<file path="src/design/scpd_pkg.sv">
// Shared types and constants of the sampled color presence detector.
// Used by the divider, the datapath, the controller and the top level.
package scpd_pkg;

	localparam int unsigned CFG_IDX_W  = 3;
	localparam int unsigned CFG_DATA_W = 48;
	localparam int unsigned FIELD_W    = 16;
	localparam int unsigned ACC_W      = 32;
	localparam int unsigned DIVD_W     = 32;
	localparam int unsigned DIVR_W     = 16;
	localparam int unsigned CHAN_W     = 8;
	localparam int unsigned SQ_W       = 16;
	localparam int unsigned PROD_W     = 32;
	localparam int unsigned DIST_W     = 34;
	localparam int unsigned NUM_CHAN   = 3;

	// Register indexes of the configuration port.
	localparam logic [CFG_IDX_W-1:0] REG_TARGET_HSV      = 3'd0;
	localparam logic [CFG_IDX_W-1:0] REG_CHANNEL_FACTORS = 3'd1;
	localparam logic [CFG_IDX_W-1:0] REG_X_RANGE         = 3'd2;
	localparam logic [CFG_IDX_W-1:0] REG_Y_RANGE         = 3'd3;
	localparam logic [CFG_IDX_W-1:0] REG_MAX_WEIGHT      = 3'd4;
	localparam logic [CFG_IDX_W-1:0] REG_DETECT_BOUND    = 3'd5;
	localparam logic [CFG_IDX_W-1:0] REG_SAMPLE_COUNT    = 3'd6;
	localparam logic [CFG_IDX_W-1:0] REG_FRAME_COLS      = 3'd7;

	localparam logic [FIELD_W-1:0] MAX_WEIGHT_RST   = 16'd1;
	localparam logic [FIELD_W-1:0] SAMPLE_COUNT_RST = 16'd1;
	localparam logic [FIELD_W-1:0] FRAME_COLS_RST   = 16'd640;

	// A distance of 1.0 in Q18.16.
	localparam logic [DIST_W-1:0] DIST_ONE = 34'd65536;

	typedef struct packed {
		logic lat_load;
		logic div_start;
		logic div_sel;
		logic step_cap;
		logic split_cap;
		logic pix_load;
		logic adv_pos;
		logic adv_sample;
		logic take;
		logic frame_clear;
		logic out_load;
	} scpd_cmd_t;

	typedef struct packed {
		logic pending_hit;
		logic pending_skip;
		logic in_eof;
		logic pix_eof;
		logic div_done;
	} scpd_stat_t;

endpackage

</file>
<file path="src/design/scpd_div.sv">
// Iterative restoring divider, one quotient bit per cycle.
// Depends on scpd_pkg for operand widths.
module scpd_div (
	input  logic                         clk,
	input  logic                         arst_n,
	input  logic                         start,
	input  logic [scpd_pkg::DIVD_W-1:0]  dividend,
	input  logic [scpd_pkg::DIVR_W-1:0]  divisor,
	output logic                         done,
	output logic [scpd_pkg::DIVD_W-1:0]  quotient,
	output logic [scpd_pkg::DIVR_W-1:0]  remainder
);
	import scpd_pkg::*;

	localparam int unsigned CNT_W = $clog2(DIVD_W + 1);

	logic [CNT_W-1:0]  cnt_q;
	logic              done_q;
	logic [DIVR_W-1:0] rem_q;
	logic [DIVD_W-1:0] quo_q;
	logic [DIVR_W-1:0] dvs_q;
	logic [DIVR_W:0]   shifted;
	logic [DIVR_W:0]   diff;
	logic              ge;

	assign shifted = {rem_q, quo_q[DIVD_W-1]};
	assign ge      = shifted >= {1'b0, dvs_q};
	assign diff    = shifted - {1'b0, dvs_q};

	always_ff @(posedge clk or negedge arst_n) begin
		if (!arst_n) begin
			cnt_q  <= '0;
			done_q <= 1'b0;
		end else if (start) begin
			cnt_q  <= CNT_W'(DIVD_W);
			done_q <= 1'b0;
		end else if (cnt_q != '0) begin
			cnt_q  <= cnt_q - CNT_W'(1);
			done_q <= (cnt_q == CNT_W'(1));
		end else begin
			done_q <= 1'b0;
		end
	end

	always_ff @(posedge clk) begin
		if (start) begin
			rem_q <= '0;
			quo_q <= dividend;
			dvs_q <= divisor;
		end else if (cnt_q != '0) begin
			rem_q <= ge ? diff[DIVR_W-1:0] : shifted[DIVR_W-1:0];
			quo_q <= {quo_q[DIVD_W-2:0], ge};
		end
	end

	assign done      = done_q;
	assign quotient  = quo_q;
	assign remainder = rem_q;

endmodule

</file>
<file path="src/design/scpd_datapath.sv">
// Datapath: configuration registers, region setup, sample tracking, color weighting,
// accumulation and the result register. Depends on scpd_pkg and scpd_div.
module scpd_datapath #(
	parameter int unsigned COORD_BITS = 16
) (
	input  logic                            clk,
	input  logic                            arst_n,
	input  logic                            cfg_we,
	input  logic [scpd_pkg::CFG_IDX_W-1:0]  cfg_index,
	input  logic [scpd_pkg::CFG_DATA_W-1:0] cfg_data,
	input  logic [scpd_pkg::CHAN_W-1:0]     pixel_hue,
	input  logic [scpd_pkg::CHAN_W-1:0]     pixel_sat,
	input  logic [scpd_pkg::CHAN_W-1:0]     pixel_val,
	input  logic                            end_of_frame,
	input  scpd_pkg::scpd_cmd_t             cmd,
	output scpd_pkg::scpd_stat_t            st,
	output logic [scpd_pkg::ACC_W-1:0]      weight_total,
	output logic                            color_present,
	output logic [scpd_pkg::FIELD_W-1:0]    samples_seen
);
	import scpd_pkg::*;

	// Configuration registers.
	logic [NUM_CHAN*CHAN_W-1:0]  target_hsv_q;
	logic [NUM_CHAN*FIELD_W-1:0] channel_factors_q;
	logic [2*FIELD_W-1:0]        x_range_q;
	logic [2*FIELD_W-1:0]        y_range_q;
	logic [FIELD_W-1:0]          max_weight_q;
	logic [ACC_W-1:0]            detect_bound_q;
	logic [FIELD_W-1:0]          sample_count_q;
	logic [FIELD_W-1:0]          frame_cols_q;

	// Latched region and sample tracking.
	logic [FIELD_W-1:0]    lat_col0_q;
	logic [FIELD_W-1:0]    lat_row0_q;
	logic [FIELD_W-1:0]    lat_width_q;
	logic [FIELD_W-1:0]    lat_count_q;
	logic [ACC_W-1:0]      area_q;
	logic [FIELD_W-1:0]    step_q;
	logic [FIELD_W-1:0]    step_rows_q;
	logic [FIELD_W-1:0]    step_cols_q;
	logic [FIELD_W-1:0]    sample_index_q;
	logic [FIELD_W-1:0]    col_off_q;
	logic [COORD_BITS-1:0] row_off_q;

	// Raster position and frame totals.
	logic [COORD_BITS-1:0] column_counter_q;
	logic [COORD_BITS-1:0] row_counter_q;
	logic [FIELD_W-1:0]    samples_taken_q;
	logic [ACC_W-1:0]      weight_accumulator_q;

	// Held pixel and weighting pipeline.
	logic [NUM_CHAN*CHAN_W-1:0] pix_q;
	logic                       pix_eof_q;
	logic [SQ_W-1:0]            sq_s1   [NUM_CHAN];
	logic [PROD_W-1:0]          prod_s2 [NUM_CHAN];
	logic [FIELD_W-1:0]         weight_s3;

	logic [ACC_W-1:0]   weight_total_q;
	logic               color_present_q;
	logic [FIELD_W-1:0] samples_seen_q;

	logic [FIELD_W-1:0]    width_d;
	logic [FIELD_W-1:0]    height_d;
	logic [ACC_W-1:0]      area_d;
	logic [FIELD_W-1:0]    col_sum;
	logic [COORD_BITS-1:0] next_sample_col;
	logic [COORD_BITS-1:0] next_sample_row;
	logic                  pending;
	logic                  unreach;
	logic                  behind;
	logic                  hit;
	logic [FIELD_W:0]      col_adv;
	logic                  off_wrap;
	logic [FIELD_W:0]      col_inc;
	logic                  row_wrap;
	logic [DIST_W-1:0]     color_dist;
	logic [DIVD_W-1:0]     div_dividend;
	logic [DIVR_W-1:0]     div_divisor;
	logic                  div_done;
	logic [DIVD_W-1:0]     div_quo;
	logic [DIVR_W-1:0]     div_rem;

	always_ff @(posedge clk or negedge arst_n) begin
		if (!arst_n) begin
			target_hsv_q      <= '0;
			channel_factors_q <= '0;
			x_range_q         <= '0;
			y_range_q         <= '0;
			max_weight_q      <= MAX_WEIGHT_RST;
			detect_bound_q    <= '0;
			sample_count_q    <= SAMPLE_COUNT_RST;
			frame_cols_q      <= FRAME_COLS_RST;
		end else if (cfg_we) begin
			unique case (cfg_index)
				REG_TARGET_HSV:      target_hsv_q      <= cfg_data[NUM_CHAN*CHAN_W-1:0];
				REG_CHANNEL_FACTORS: channel_factors_q <= cfg_data[NUM_CHAN*FIELD_W-1:0];
				REG_X_RANGE:         x_range_q         <= cfg_data[2*FIELD_W-1:0];
				REG_Y_RANGE:         y_range_q         <= cfg_data[2*FIELD_W-1:0];
				REG_MAX_WEIGHT:      max_weight_q      <= cfg_data[FIELD_W-1:0];
				REG_DETECT_BOUND:    detect_bound_q    <= cfg_data[ACC_W-1:0];
				REG_SAMPLE_COUNT:    sample_count_q    <= cfg_data[FIELD_W-1:0];
				REG_FRAME_COLS:      frame_cols_q      <= cfg_data[FIELD_W-1:0];
			endcase
		end
	end

	// Region setup arithmetic.
	assign width_d  = x_range_q[2*FIELD_W-1:FIELD_W] - x_range_q[FIELD_W-1:0];
	assign height_d = y_range_q[2*FIELD_W-1:FIELD_W] - y_range_q[FIELD_W-1:0];
	assign area_d   = ACC_W'(width_d) * ACC_W'(height_d);

	assign div_dividend = cmd.div_sel ? DIVD_W'(step_q) : area_q;
	assign div_divisor  = cmd.div_sel ? lat_width_q : lat_count_q;

	scpd_div u_div (
		.clk       (clk),
		.arst_n    (arst_n),
		.start     (cmd.div_start),
		.dividend  (div_dividend),
		.divisor   (div_divisor),
		.done      (div_done),
		.quotient  (div_quo),
		.remainder (div_rem)
	);

	always_ff @(posedge clk) begin
		if (cmd.lat_load) begin
			lat_col0_q <= x_range_q[FIELD_W-1:0];
			lat_row0_q <= y_range_q[FIELD_W-1:0];
			area_q     <= area_d;
		end
		if (cmd.step_cap) begin
			step_q <= (lat_count_q == '0) ? '0 : div_quo[FIELD_W-1:0];
		end
		if (cmd.split_cap) begin
			step_rows_q <= (lat_width_q == '0) ? '0 : div_quo[FIELD_W-1:0];
			step_cols_q <= (lat_width_q == '0) ? '0 : div_rem;
		end
	end

	// Position of the pending sample and its relation to the raster position.
	assign col_sum         = col_off_q + lat_col0_q;
	assign next_sample_col = col_sum[COORD_BITS-1:0];
	assign next_sample_row = row_off_q + lat_row0_q[COORD_BITS-1:0];

	assign pending = sample_index_q < lat_count_q;
	assign unreach = FIELD_W'(next_sample_col) >= frame_cols_q;
	assign behind  = (next_sample_row < row_counter_q) ||
		((next_sample_row == row_counter_q) && (next_sample_col < column_counter_q));
	assign hit     = (next_sample_row == row_counter_q) && (next_sample_col == column_counter_q);

	// Offset of the following sample; the column offset folds into a row carry.
	assign col_adv  = (FIELD_W+1)'(col_off_q) + (FIELD_W+1)'(step_cols_q);
	assign off_wrap = (col_adv >= (FIELD_W+1)'(lat_width_q)) && (lat_width_q != '0);

	assign col_inc  = (FIELD_W+1)'(column_counter_q) + (FIELD_W+1)'(1);
	assign row_wrap = col_inc >= (FIELD_W+1)'(frame_cols_q);

	always_ff @(posedge clk or negedge arst_n) begin
		if (!arst_n) begin
			lat_width_q          <= '0;
			lat_count_q          <= '0;
			sample_index_q       <= '0;
			col_off_q            <= '0;
			row_off_q            <= '0;
			column_counter_q     <= '0;
			row_counter_q        <= '0;
			samples_taken_q      <= '0;
			weight_accumulator_q <= '0;
		end else begin
			if (cmd.lat_load) begin
				lat_width_q    <= width_d;
				lat_count_q    <= sample_count_q;
				sample_index_q <= '0;
				col_off_q      <= '0;
				row_off_q      <= '0;
			end else if (cmd.adv_sample) begin
				sample_index_q <= sample_index_q + FIELD_W'(1);
				col_off_q      <= off_wrap ? FIELD_W'(col_adv - (FIELD_W+1)'(lat_width_q))
					: col_adv[FIELD_W-1:0];
				row_off_q      <= row_off_q + step_rows_q[COORD_BITS-1:0]
					+ COORD_BITS'(off_wrap);
			end
			if (cmd.frame_clear) begin
				column_counter_q     <= '0;
				row_counter_q        <= '0;
				samples_taken_q      <= '0;
				weight_accumulator_q <= '0;
			end else begin
				if (cmd.adv_pos) begin
					if (row_wrap) begin
						column_counter_q <= '0;
						row_counter_q    <= row_counter_q + COORD_BITS'(1);
					end else begin
						column_counter_q <= col_inc[COORD_BITS-1:0];
					end
				end
				if (cmd.take) begin
					weight_accumulator_q <= weight_accumulator_q + ACC_W'(weight_s3);
					samples_taken_q      <= samples_taken_q + FIELD_W'(1);
				end
			end
		end
	end

	// Weighted color distance: squares, then factor products, then the threshold.
	assign color_dist = DIST_W'(prod_s2[0]) + DIST_W'(prod_s2[1]) + DIST_W'(prod_s2[2]);

	always_ff @(posedge clk) begin
		if (cmd.pix_load) begin
			pix_q     <= {pixel_val, pixel_sat, pixel_hue};
			pix_eof_q <= end_of_frame;
		end
		for (int k = 0; k < NUM_CHAN; k++) begin
			sq_s1[k] <= SQ_W'(
				(target_hsv_q[k*CHAN_W +: CHAN_W] >= pix_q[k*CHAN_W +: CHAN_W])
				? (target_hsv_q[k*CHAN_W +: CHAN_W] - pix_q[k*CHAN_W +: CHAN_W])
				: (pix_q[k*CHAN_W +: CHAN_W] - target_hsv_q[k*CHAN_W +: CHAN_W]))
				* SQ_W'(
				(target_hsv_q[k*CHAN_W +: CHAN_W] >= pix_q[k*CHAN_W +: CHAN_W])
				? (target_hsv_q[k*CHAN_W +: CHAN_W] - pix_q[k*CHAN_W +: CHAN_W])
				: (pix_q[k*CHAN_W +: CHAN_W] - target_hsv_q[k*CHAN_W +: CHAN_W]));
			prod_s2[k] <= PROD_W'(sq_s1[k]) * PROD_W'(channel_factors_q[k*FIELD_W +: FIELD_W]);
		end
		weight_s3 <= (color_dist > DIST_ONE) ? FIELD_W'(1) : max_weight_q;
		if (cmd.out_load) begin
			weight_total_q  <= weight_accumulator_q;
			color_present_q <= weight_accumulator_q >= detect_bound_q;
			samples_seen_q  <= samples_taken_q;
		end
	end

	assign st.pending_hit  = pending && !unreach && hit;
	assign st.pending_skip = pending && (unreach || behind);
	assign st.in_eof       = end_of_frame;
	assign st.pix_eof      = pix_eof_q;
	assign st.div_done     = div_done;

	assign weight_total  = weight_total_q;
	assign color_present = color_present_q;
	assign samples_seen  = samples_seen_q;

`ifndef SYNTHESIS
	a_index_bound: assert property (@(posedge clk) disable iff (!arst_n)
		sample_index_q <= lat_count_q)
		else $error("sample index ran past the latched sample count");

	a_col_off_bound: assert property (@(posedge clk) disable iff (!arst_n)
		(lat_width_q == '0) ? (col_off_q == '0) : (col_off_q < lat_width_q))
		else $error("column offset left the region width");
`endif

endmodule

</file>
<file path="src/design/scpd_ctrl.sv">
// Controller state machine: region setup sequence, per-pixel sample scan, result hand-off.
// Depends on scpd_pkg for the command and status structs.
module scpd_ctrl (
	input  logic                 clk,
	input  logic                 arst_n,
	input  logic                 in_valid,
	output logic                 in_stall,
	output logic                 out_valid,
	input  logic                 out_stall,
	input  logic                 cfg_we,
	input  scpd_pkg::scpd_stat_t st,
	output scpd_pkg::scpd_cmd_t  cmd
);
	import scpd_pkg::*;

	localparam logic [3:0] ST_LAT_AREA   = 4'd0;
	localparam logic [3:0] ST_LAT_STEP   = 4'd1;
	localparam logic [3:0] ST_LAT_STEPW  = 4'd2;
	localparam logic [3:0] ST_LAT_SPLIT  = 4'd3;
	localparam logic [3:0] ST_LAT_SPLITW = 4'd4;
	localparam logic [3:0] ST_RUN        = 4'd5;
	localparam logic [3:0] ST_SQ         = 4'd6;
	localparam logic [3:0] ST_PROD       = 4'd7;
	localparam logic [3:0] ST_WGT        = 4'd8;
	localparam logic [3:0] ST_SCAN       = 4'd9;
	localparam logic [3:0] ST_EMIT       = 4'd10;

	logic [3:0] state_q;
	logic [3:0] state_d;
	logic       in_frame_q;
	logic       in_frame_d;
	logic       out_valid_q;
	logic       out_free;
	logic       relatch;
	logic       finish;
	logic       eof_sel;

	assign out_free = !out_valid_q || !out_stall;
	// Any register write before the first pixel of a frame restarts region setup.
	assign relatch  = cfg_we && !in_frame_q;

	always_comb begin
		cmd        = '0;
		state_d    = state_q;
		in_frame_d = in_frame_q;
		in_stall   = 1'b1;
		finish     = 1'b0;
		eof_sel    = 1'b0;
		unique case (state_q)
			ST_LAT_AREA: begin
				cmd.lat_load = 1'b1;
				state_d      = ST_LAT_STEP;
			end
			ST_LAT_STEP: begin
				cmd.div_start = 1'b1;
				state_d       = ST_LAT_STEPW;
			end
			ST_LAT_STEPW: begin
				if (st.div_done) begin
					cmd.step_cap = 1'b1;
					state_d      = ST_LAT_SPLIT;
				end
			end
			ST_LAT_SPLIT: begin
				cmd.div_start = 1'b1;
				cmd.div_sel   = 1'b1;
				state_d       = ST_LAT_SPLITW;
			end
			ST_LAT_SPLITW: begin
				cmd.div_sel = 1'b1;
				if (st.div_done) begin
					cmd.split_cap = 1'b1;
					state_d       = ST_RUN;
				end
			end
			ST_RUN: begin
				in_stall = relatch;
				if (in_valid && !relatch) begin
					cmd.pix_load = 1'b1;
					if (st.pending_hit || st.pending_skip) begin
						state_d = ST_SQ;
					end else begin
						finish  = 1'b1;
						eof_sel = st.in_eof;
					end
				end
			end
			ST_SQ: begin
				state_d = ST_PROD;
			end
			ST_PROD: begin
				state_d = ST_WGT;
			end
			ST_WGT: begin
				state_d = ST_SCAN;
			end
			ST_SCAN: begin
				if (st.pending_skip) begin
					cmd.adv_sample = 1'b1;
				end else if (st.pending_hit) begin
					cmd.take       = 1'b1;
					cmd.adv_sample = 1'b1;
				end else begin
					finish  = 1'b1;
					eof_sel = st.pix_eof;
				end
			end
			ST_EMIT: begin
				if (out_free) begin
					cmd.out_load    = 1'b1;
					cmd.frame_clear = 1'b1;
					in_frame_d      = 1'b0;
					state_d         = ST_LAT_AREA;
				end
			end
			default: begin
				state_d = ST_LAT_AREA;
			end
		endcase

		// The pixel is done with its samples: close the frame or step the raster.
		if (finish) begin
			if (eof_sel) begin
				if (out_free) begin
					cmd.out_load    = 1'b1;
					cmd.frame_clear = 1'b1;
					in_frame_d      = 1'b0;
					state_d         = ST_LAT_AREA;
				end else begin
					state_d = ST_EMIT;
				end
			end else begin
				cmd.adv_pos = 1'b1;
				in_frame_d  = 1'b1;
				state_d     = ST_RUN;
			end
		end

		if (relatch && (state_q == ST_LAT_AREA || state_q == ST_LAT_STEP ||
			state_q == ST_LAT_STEPW || state_q == ST_LAT_SPLIT ||
			state_q == ST_LAT_SPLITW || state_q == ST_RUN)) begin
			cmd.step_cap  = 1'b0;
			cmd.split_cap = 1'b0;
			state_d       = ST_LAT_AREA;
		end
	end

	always_ff @(posedge clk or negedge arst_n) begin
		if (!arst_n) begin
			state_q     <= ST_LAT_AREA;
			in_frame_q  <= 1'b0;
			out_valid_q <= 1'b0;
		end else begin
			state_q    <= state_d;
			in_frame_q <= in_frame_d;
			if (cmd.out_load) begin
				out_valid_q <= 1'b1;
			end else if (!out_stall) begin
				out_valid_q <= 1'b0;
			end
		end
	end

	assign out_valid = out_valid_q;

`ifndef SYNTHESIS
	a_accept_in_run: assert property (@(posedge clk) disable iff (!arst_n)
		(in_valid && !in_stall) |-> (state_q == ST_RUN))
		else $error("pixel transaction taken outside the run state");

	a_no_overwrite: assert property (@(posedge clk) disable iff (!arst_n)
		cmd.out_load |-> (!out_valid_q || !out_stall))
		else $error("result register loaded while a stalled result waits");

	a_setup_after_frame: assert property (@(posedge clk) disable iff (!arst_n)
		cmd.out_load |=> (state_q == ST_LAT_AREA))
		else $error("region setup did not follow the end of a frame");
`endif

endmodule

</file>
<file path="src/design/sampled_color_presence_detector_top.sv">
// Sampled color presence detector: pixel input channel, frame result channel, config port.
// Depends on scpd_pkg, scpd_datapath (with scpd_div) and scpd_ctrl.
//
// Usage:
//   Pixels arrive in raster order on in_valid/in_stall with hue, saturation, value and
//   end_of_frame; a transaction completes when in_valid is high and in_stall is low.
//   One result per frame leaves on out_valid/out_stall, taken from the end_of_frame pixel.
//   A pixel on which no pending sample is taken or dropped is done when it is accepted.
//   Otherwise it passes the accept state, the weighting pipeline of squares, factor
//   products and threshold, and a scan state that takes or drops one pending sample at a
//   time and then closes the pixel. The frame result is registered once its last pixel is
//   done and no older result waits. Region setup (region area, step = area /
//   sample_count, step split into rows and columns) runs one shared 32-step divider
//   twice; in_stall is high meanwhile. It runs after reset, after every end_of_frame
//   pixel and after a register write made before the first pixel of a frame.
//   Reset loads the register defaults and clears the counters, then runs region setup.
//   Pixels keep being accepted while a result waits on out_stall; a further end_of_frame
//   pixel holds the block until the waiting result has been taken.
//   Registers are written on cfg_we; they are expected to change only when the block is idle.
module sampled_color_presence_detector_top #(
	parameter int unsigned COORD_BITS = 16
) (
	input  logic                            clk,
	input  logic                            arst_n,
	input  logic                            in_valid,
	output logic                            in_stall,
	input  logic [scpd_pkg::CHAN_W-1:0]     pixel_hue,
	input  logic [scpd_pkg::CHAN_W-1:0]     pixel_sat,
	input  logic [scpd_pkg::CHAN_W-1:0]     pixel_val,
	input  logic                            end_of_frame,
	output logic                            out_valid,
	input  logic                            out_stall,
	output logic [scpd_pkg::ACC_W-1:0]      weight_total,
	output logic                            color_present,
	output logic [scpd_pkg::FIELD_W-1:0]    samples_seen,
	input  logic                            cfg_we,
	input  logic [scpd_pkg::CFG_IDX_W-1:0]  cfg_index,
	input  logic [scpd_pkg::CFG_DATA_W-1:0] cfg_data
);
	import scpd_pkg::*;

	scpd_cmd_t  cmd;
	scpd_stat_t st;

	scpd_datapath #(
		.COORD_BITS (COORD_BITS)
	) u_datapath (
		.clk           (clk),
		.arst_n        (arst_n),
		.cfg_we        (cfg_we),
		.cfg_index     (cfg_index),
		.cfg_data      (cfg_data),
		.pixel_hue     (pixel_hue),
		.pixel_sat     (pixel_sat),
		.pixel_val     (pixel_val),
		.end_of_frame  (end_of_frame),
		.cmd           (cmd),
		.st            (st),
		.weight_total  (weight_total),
		.color_present (color_present),
		.samples_seen  (samples_seen)
	);

	scpd_ctrl u_ctrl (
		.clk       (clk),
		.arst_n    (arst_n),
		.in_valid  (in_valid),
		.in_stall  (in_stall),
		.out_valid (out_valid),
		.out_stall (out_stall),
		.cfg_we    (cfg_we),
		.st        (st),
		.cmd       (cmd)
	);

endmodule
</file>
<file path="config.mk">
export PLATFORM = sky130hd
export DESIGN_NAME = sampled_color_presence_detector_top
export DESIGN_NICKNAME = d
export VERILOG_FILES = /design/src/design/scpd_pkg.sv /design/src/design/scpd_div.sv /design/src/design/scpd_datapath.sv /design/src/design/scpd_ctrl.sv /design/src/design/sampled_color_presence_detector_top.sv
export SDC_FILE = /design/constraint.sdc
export NUM_CORES = 2
export LEC_CHECK = 0
export BUFFER_PORTS_ARGS = -buffer_cell sky130_fd_sc_hd__buf_2
export CORE_AREA = 5 5 547 414
export CTS_CLUSTER_SIZE = 20
export DETAILED_ROUTE_END_ITERATION = 7
export DIE_AREA = 0 0 552 419
export PLACE_DENSITY = 0.57
export RECOVER_POWER = 100
export SLEW_MARGIN = 20
export SYNTH_ARGS = -nofsm -noshare
export SYNTH_HDL_FRONTEND = slang
export SYNTH_SLANG_ARGS = --single-unit
</file>
<file path="constraint.sdc">
create_clock -name clk -period 7.9 [get_ports clk]
set_input_delay 0.79 -clock clk [delete_from_list [all_inputs] [get_ports clk]]
set_output_delay 0.79 -clock clk [all_outputs]
set_load 0.01 [all_outputs]
</file>
Yosys cells after proc, flatten, opt, wreduce, memory -nomap -nowiden

Memory sizes are Yosys's and may differ from the RTL's.
Index checks and enable logic that the tools add are counted.

Add/sub/neg operators: 23
Multiply operators: 7
Div/mod/pow operators: 0
$lt $le $gt $ge: 12
Eq/ne operators: 27
Shifts and indexed selects: 0
Multiplexer cells: 77
Bitwise gates (word level): 0
Reductions and logical operators: 46

Operators with widths:

| kind                                                            | number |
|---|---|
| two-way mux 16 bit                                              | 20 |
| two-way mux 32 bit                                              | 5 |
| multiplier 16 x 16 -> 32 bit                                    | 4 |
| subtractor 16 bit                                               | 4 |
| subtractor 8 x 8 -> 9 bit                                       | 6 |
| greater-or-equal comparator 17 x 16 -> 1 bit                    | 3 |
| adder 16 x 1 -> 16 bit, second input constant                   | 3 |
| adder 16 bit                                                    | 3 |
| less-than comparator 16 bit                                     | 3 |
| multiplier 16 x 16 -> 16 bit                                    | 3 |
| one-hot mux 4 bit (11 select lines)                             | 1 |
| two-way mux 4 bit                                               | 9 |
| adder 34 x 32 -> 34 bit                                         | 1 |
| greater-than comparator 34 x 17 -> 1 bit, second input constant | 1 |
| adder 32 x 32 -> 33 bit                                         | 1 |
| adder 32 x 16 -> 32 bit                                         | 1 |
| == test 16 bit                                                  | 2 |
| greater-or-equal comparator 32 bit                              | 1 |
| logical NOT 16 bit                                              | 2 |
| two-way mux 1 bit                                               | 30 |
| greater-or-equal comparator 8 bit                               | 3 |
| AND reduction 2 bit                                             | 9 |
| adder 16 x 1 -> 17 bit, second input constant                   | 1 |
| adder 16 x 16 -> 17 bit                                         | 1 |
| other kinds (29)                                                | 75 |

Register bits: 655
Latch bits: 0
Memory bits (writable): 144
Memory bits (read-only): 0
Input bits: 81
Output and inout bits: 51
Word-level logic and storage cells: 231
Memories: 2

Memory list:

| name               | words | bits a word | rd ports | clocked after Yosys merged registers in | write ports | line                | RTL |
|---|---|---|---|---|---|---|---|
| u_datapath.prod_s2 | 3     | 32          | 3        | 0                                       | 3           | scpd_datapath.sv:56 | `logic [PROD_W-1:0] prod_s2 [NUM_CHAN];` |
| u_datapath.sq_s1   | 3     | 16          | 3        | 0                                       | 3           | scpd_datapath.sv:55 | `logic [SQ_W-1:0] sq_s1 [NUM_CHAN];` |

Longest topological paths before layout

Depth after elaboration: 14
Mapped depth: 36
Mapped depth without buffers: 36

Cells and area by module

A second synthesis with hierarchy kept.

Cell total of the unflattened synthesis: 8611
Area, all modules: 83177.3 um2

By module, submodules not included:

| module        | times used | cells an instance | area each (um2) | sequential area each (um2) |
|---|---|---|---|---|
| scpd_datapath | 1          | 8210              | 78795.6         | 18142.4 |
| scpd_div      | 1          | 323               | 3746.1          | 1936.9 |
| scpd_ctrl     | 1          | 78                | 635.6           | 150.1 |

Worst setup path before layout

No wires, ideal clock.

Kind: reg2reg
Start: register u_datapath.x_range_q[16]
End: register u_datapath.area_q[30] (data pin)
Setup time: 0.260 ns
Data arrival time: 8.483 ns
Required time: 7.640 ns
Slack: -0.843 ns
Stages on the path, launching flop included: 37
Buffers on the path: 1
Period minus slack after synthesis: 8.743 ns
Cells stage by stage: dfrtp_1 inv_1 ha_1 inv_1 fa_1 a21o_1 a21oi_1 o21bai_1 a21oi_1 o21bai_1 a41o_1 o41ai_1 o21bai_1 a21o_1 xor2_1 clkbuf_1 nand2_1 fa_1 fa_1 inv_1 fa_1 fa_1 fa_1 inv_1 fa_1 inv_1 ha_1 o21ai_0 a21oi_1 o21ai_0 o31ai_1 a21oi_1 a311oi_1 o21a_1 o21ai_0 mux2i_1 nand2_1

Word-level cells in the longest chain between the ends: 2

RTL lines:

| element                         | line                 | RTL |
|---|---|---|
| start: declaration              | scpd_datapath.sv:26  | `logic [2*FIELD_W-1:0] x_range_q;` |
| start signal: assignment        | scpd_datapath.sv:98  | `REG_X_RANGE: x_range_q <= cfg_data[2*FIELD_W-1:0];` |
| subtractor 16 bit               | scpd_datapath.sv:109 | `assign width_d = x_range_q[2*FIELD_W-1:FIELD_W] - x_range_q[FIELD_W-1:0];` |
| multiplier 16 x 16 -> 32 bit    | scpd_datapath.sv:111 | `assign area_d = ACC_W'(width_d) * ACC_W'(height_d);` |
| named net u_datapath.area_d[30] | scpd_datapath.sv:65  | `logic [ACC_W-1:0] area_d;` |
| end signal: assignment          | scpd_datapath.sv:131 | `area_q <= area_d;` |
| end: declaration                | scpd_datapath.sv:38  | `logic [ACC_W-1:0] area_q;` |

The timed path passes the listed nets, and every way through them passes these cells.
A chain may end at the register's enable or synchronous reset.

Final worst setup path

Start: register u_datapath.y_range_q[16]
End: register u_datapath.area_q[31] (data pin)

Word-level cells in the longest chain between the ends: 2

RTL lines:

| element                         | line                 | RTL |
|---|---|---|
| start: declaration              | scpd_datapath.sv:27  | `logic [2*FIELD_W-1:0] y_range_q;` |
| start signal: assignment        | scpd_datapath.sv:99  | `REG_Y_RANGE: y_range_q <= cfg_data[2*FIELD_W-1:0];` |
| subtractor 16 bit               | scpd_datapath.sv:110 | `assign height_d = y_range_q[2*FIELD_W-1:FIELD_W] - y_range_q[FIELD_W-1:0];` |
| multiplier 16 x 16 -> 32 bit    | scpd_datapath.sv:111 |  |
| named net u_datapath.area_d[31] | scpd_datapath.sv:65  |  |

The timed path passes the listed nets, and every way through them passes these cells.

==> results by group <==
Floorplan
  • Initial Util: 37.66%
  • Die height: 419 um
  • Row count: 150
  • Core area: 221100 sq um
  • I/O pin cnt: 132
  • DIE WIDTH: 552 um
  • Die area: 231300 sq um

Clock tree
  • Clk root buf: clkbuf_16
  • Skew-Pair Late Insertion Delay: 0.74 ns
  • CTS sink cnt: 796
  • Clk slew on worst S/H paths: 0.06 ns
  • TritonCTS Buffers: 94
  • CTS tree: yes
  • Clock Tree Buf Depth: 3
  • H-tree depth: 3

Yosys
  • Largest area contributor in the netlist: fa_1
  • Syn. warnings: 0
  • Yosys reg bits: 796
  • Cells after synthesis: 8725
  • Multiplexer share of the synthesized area: 3.453%
  • Post-synthesis adder-cell area fraction: 37.15%
  • Async SR Flop Fraction: 48.87%
  • Synth Area in XOR/XNOR: 4.718%
  • Synth unique cells: 87
  • Synthesized area: 83270 sq um
  • Sequential fraction of the synthesis area: 24.29%
  • Number of synthesized flops with an enable pin: 234
  • Compound-Gate Fraction of Synth Area: 8.856%
  • Area contributors post-synth: fa_1 23%, ha_1 14%, dfrtp_1 12%
  • Syn_area_per_cell: 9.544 sq um
  • Simple-Gate Fraction of Synth Area: 13.37%
  • Ys flop type: dfrtp_1
  • Largest family of logic cells by synthesized area: adder cells
  • Share of the synthesized area in the top cell type: 23.10%

Setup path
  • Crit path launch type: register
  • Worst EP required: 8.32 ns
  • RR Startpoint: u_datapath.y_range_q[16]
  • CP endpoint: u_datapath.area_q[31]
  • CP max stage delay: 0.57 ns
  • Setup crit start: u_datapath.y_range_q[16]
  • Reg-to-reg setup timing slack: -0.32 ns
  • R2r worst-path depth: 36
  • R2r endpoint: u_datapath.area_q[31]
  • Crit. End Element: register
  • WS Path Type: register to register
  • Most frequent cell on the critical path: fa_1
  • Critical path arrival: 8.64 ns
  • Crit-path max FO: 4
  • Crit-path slowest cell: fa_1

Global routing
  • Gr usage total: 20.38%
  • Via count of the first global-routing pass: 62859
  • First-pass GRT wire length: 371.4 mm
  • Largest net degree at the start of global routing: 130
  • Antenna violations before repair: 28
  • Grt total ovfl: 0

Routing
  • Post-route DRC violation count: 0
  • Post-Route WL: 235.4 mm
  • Post-DR vias/cell: 5.111
  • DR WL/cell: 19.46 um
  • Routed Antenna Nets: 0
  • Vias: 61833
  • Pre-Repair DR Iteration Count: 5
  • Drt first-iter violations: 4551

Min path
  • Worst hold start: pixel_val[1]
  • Worst min path class: primary input to register

Finish
  • Net count, final: 11016
  • Area growth from synthesis to layout: 11.94%
  • Fraction of layout cells with a size suffix above 1: 10.43%
  • Fin cells: 12097

Placed design
  • Buffers on Ports: 131
  • RD Place Congestion: 0.8975
  • Total placed cells including tap cells: 11870
  • HPWL after detailed placement: 187.4 mm

STA
  • Worst Hold Margin: 0.2288 ns
  • Setup Viol. Count Final: 6
  • Skew final: 0.05992 ns
  • Final setup TNS: -1.261 ns
  • Rel. slew slack: 27.59%
  • Endpoints failing hold: 0
  • RSZ-0062 raised after global routing: yes
  • Min Tclk post-route: 8.220 ns
  • Worst Tran Pin Value: 1.080 ns
  • Slew Limit Fails: 0
  • Max frequency: 121.7 MHz
  • Fraction of the cycle the final worst path needs: 104.0%
  • Worst setup slack after layout: -0.3198 ns

Status
  • Violated checks: negative setup slack
  • Outcome: finished, violations left

Run
  • Max Cap Viol: 0
-- cell type report --
class                           instances  area [sq um]
Antenna cell                           14         35.03
Clock buffer                          120          2554
Clock inverter                         56         635.6
Fill cell                           21695        127900
Inverter                             1571          5899
Multi-Input combinational cell       6139         57130
Sequential cell                       796         20230
Tap cell                             2964          3709
Timing Repair Buffer                  437          3022
-- repair_timing --
action,CTS,global route
resized for setup,25,117
buffers inserted,12,26
setup endpoints to repair,13,23
endpoints found under the hold margin,48,0
pin swaps,43,69
hold buffers,1,0
-- stage by stage --
step / util (%) / worst slack (ns) / instance area (sq um)
final: 42.16 / -0.3198 / 93220
after global routing: 42.15 / -0.6288 / 93180
after detailed placement: 40.33 / -0.6535 / 89160
after global placement: 40.33 / -0.6223 / 89160
after CTS: 41.87 / -0.2186 / 92570
after floorplan: - / 0.002262 / 83490
-- placed cells by master, fill, tap and decap left out, drive strengths merged, types with 143 or more instances in the layout --
cell,n
inv,1578
o21ai,318
dfxtp,173
mux2,186
dfrtp,385
buf,413
nand3,143
edfxtp,234
nand2,911
and2,363
fa,961
ha,935
clkbuf,143
nor2,449
xnor2,322
a21oi,309
-- sequential cells by signal, indices dropped and copies added (netlist names), 32 cells and up --
| name | cells |
|---|---|
| u_datapath.prod_s2 | 96 |
| u_datapath.weight_total | 32 |
| u_datapath.sq_s1 | 45 |
| u_datapath.y_range_q | 32 |
| u_datapath.x_range_q | 32 |
| u_datapath.weight_accumulator_q | 32 |
| u_datapath.detect_bound_q | 32 |
| u_datapath.channel_factors_q | 48 |
| u_datapath.area_q | 32 |
| u_datapath.u_div.quotient | 32 |
-- worst max-delay path: cells and delay by family, from the launching register on --
kind                       cells  cell delay [ns]
AOI/OAI and AO/OA             11             1.57
xor gates and xnor gates       2             0.38
adders and majority gates      9             3.83
buffers and inverters          9             0.87
DFF                            1             0.38
and+or+nand+nor                5             0.95
-- worst min path at each step --
stage / end / slack [ns] / cells after the start
2_1_floorplan: u_datapath.lat_col0_q[10] / 0.42 / 0
5_1_grt: u_datapath.pix_q[17] / 0.18 / 1
4_1_cts: u_datapath.pix_q[17] / 0.16 / 1
3_3_place_gp: u_datapath.lat_col0_q[5] / 0.43 / 0
6_report: u_datapath.pix_q[17] / 0.23 / 1
3_5_place_dp: u_datapath.lat_col0_q[9] / 0.43 / 0
-- per-layer routing --
layer | vias up | global-route usage (%) | wire length (um)
li1 | 28812 | - | -
met1 | 31025 | 31.69 | 117000
met2 | 1742 | 29.34 | 96140
met3 | 250 | 3.585 | 16860
met4 | 4 | 4.310 | 5410
met5 | - | 0 | 27
-- Yosys cell counts, types with 58 or more instances --
| cell type | instances |
|---|---|
| nor2_1 | 448 |
| fa_1 | 961 |
| clkbuf_1 | 219 |
| a21oi_1 | 309 |
| a21o_1 | 122 |
| nand3_1 | 143 |
| xor2_1 | 124 |
| inv_1 | 1570 |
| nand2b_1 | 76 |
| o21ai_0 | 314 |
| ha_1 | 935 |
| xnor2_1 | 322 |
| nand2_1 | 911 |
| nor3_1 | 98 |
| edfxtp_1 | 234 |
| and2_1 | 363 |
| dfxtp_1 | 173 |
| dfrtp_1 | 385 |
| mux2i_1 | 78 |
| mux2_2 | 186 |
| o21bai_1 | 68 |
| nor2b_1 | 58 |
-- logic make-up (layout without fill, tap and decap cells) --
family / after synthesis / in the layout
AOI/OAI and AO/OA: 1160 / 1160
xor gates and xnor gates: 447 / 447
adders and majority gates: 1896 / 1896
buffers and inverters: 1805 / 2184
DFF: 796 / 796
muxes: 264 / 264
other: 2 / 31
and+or+nand+nor: 2355 / 2355
Power is not shown: default switching activity piles up to over one toggle a cycle in this logic, so the estimate is an artifact.
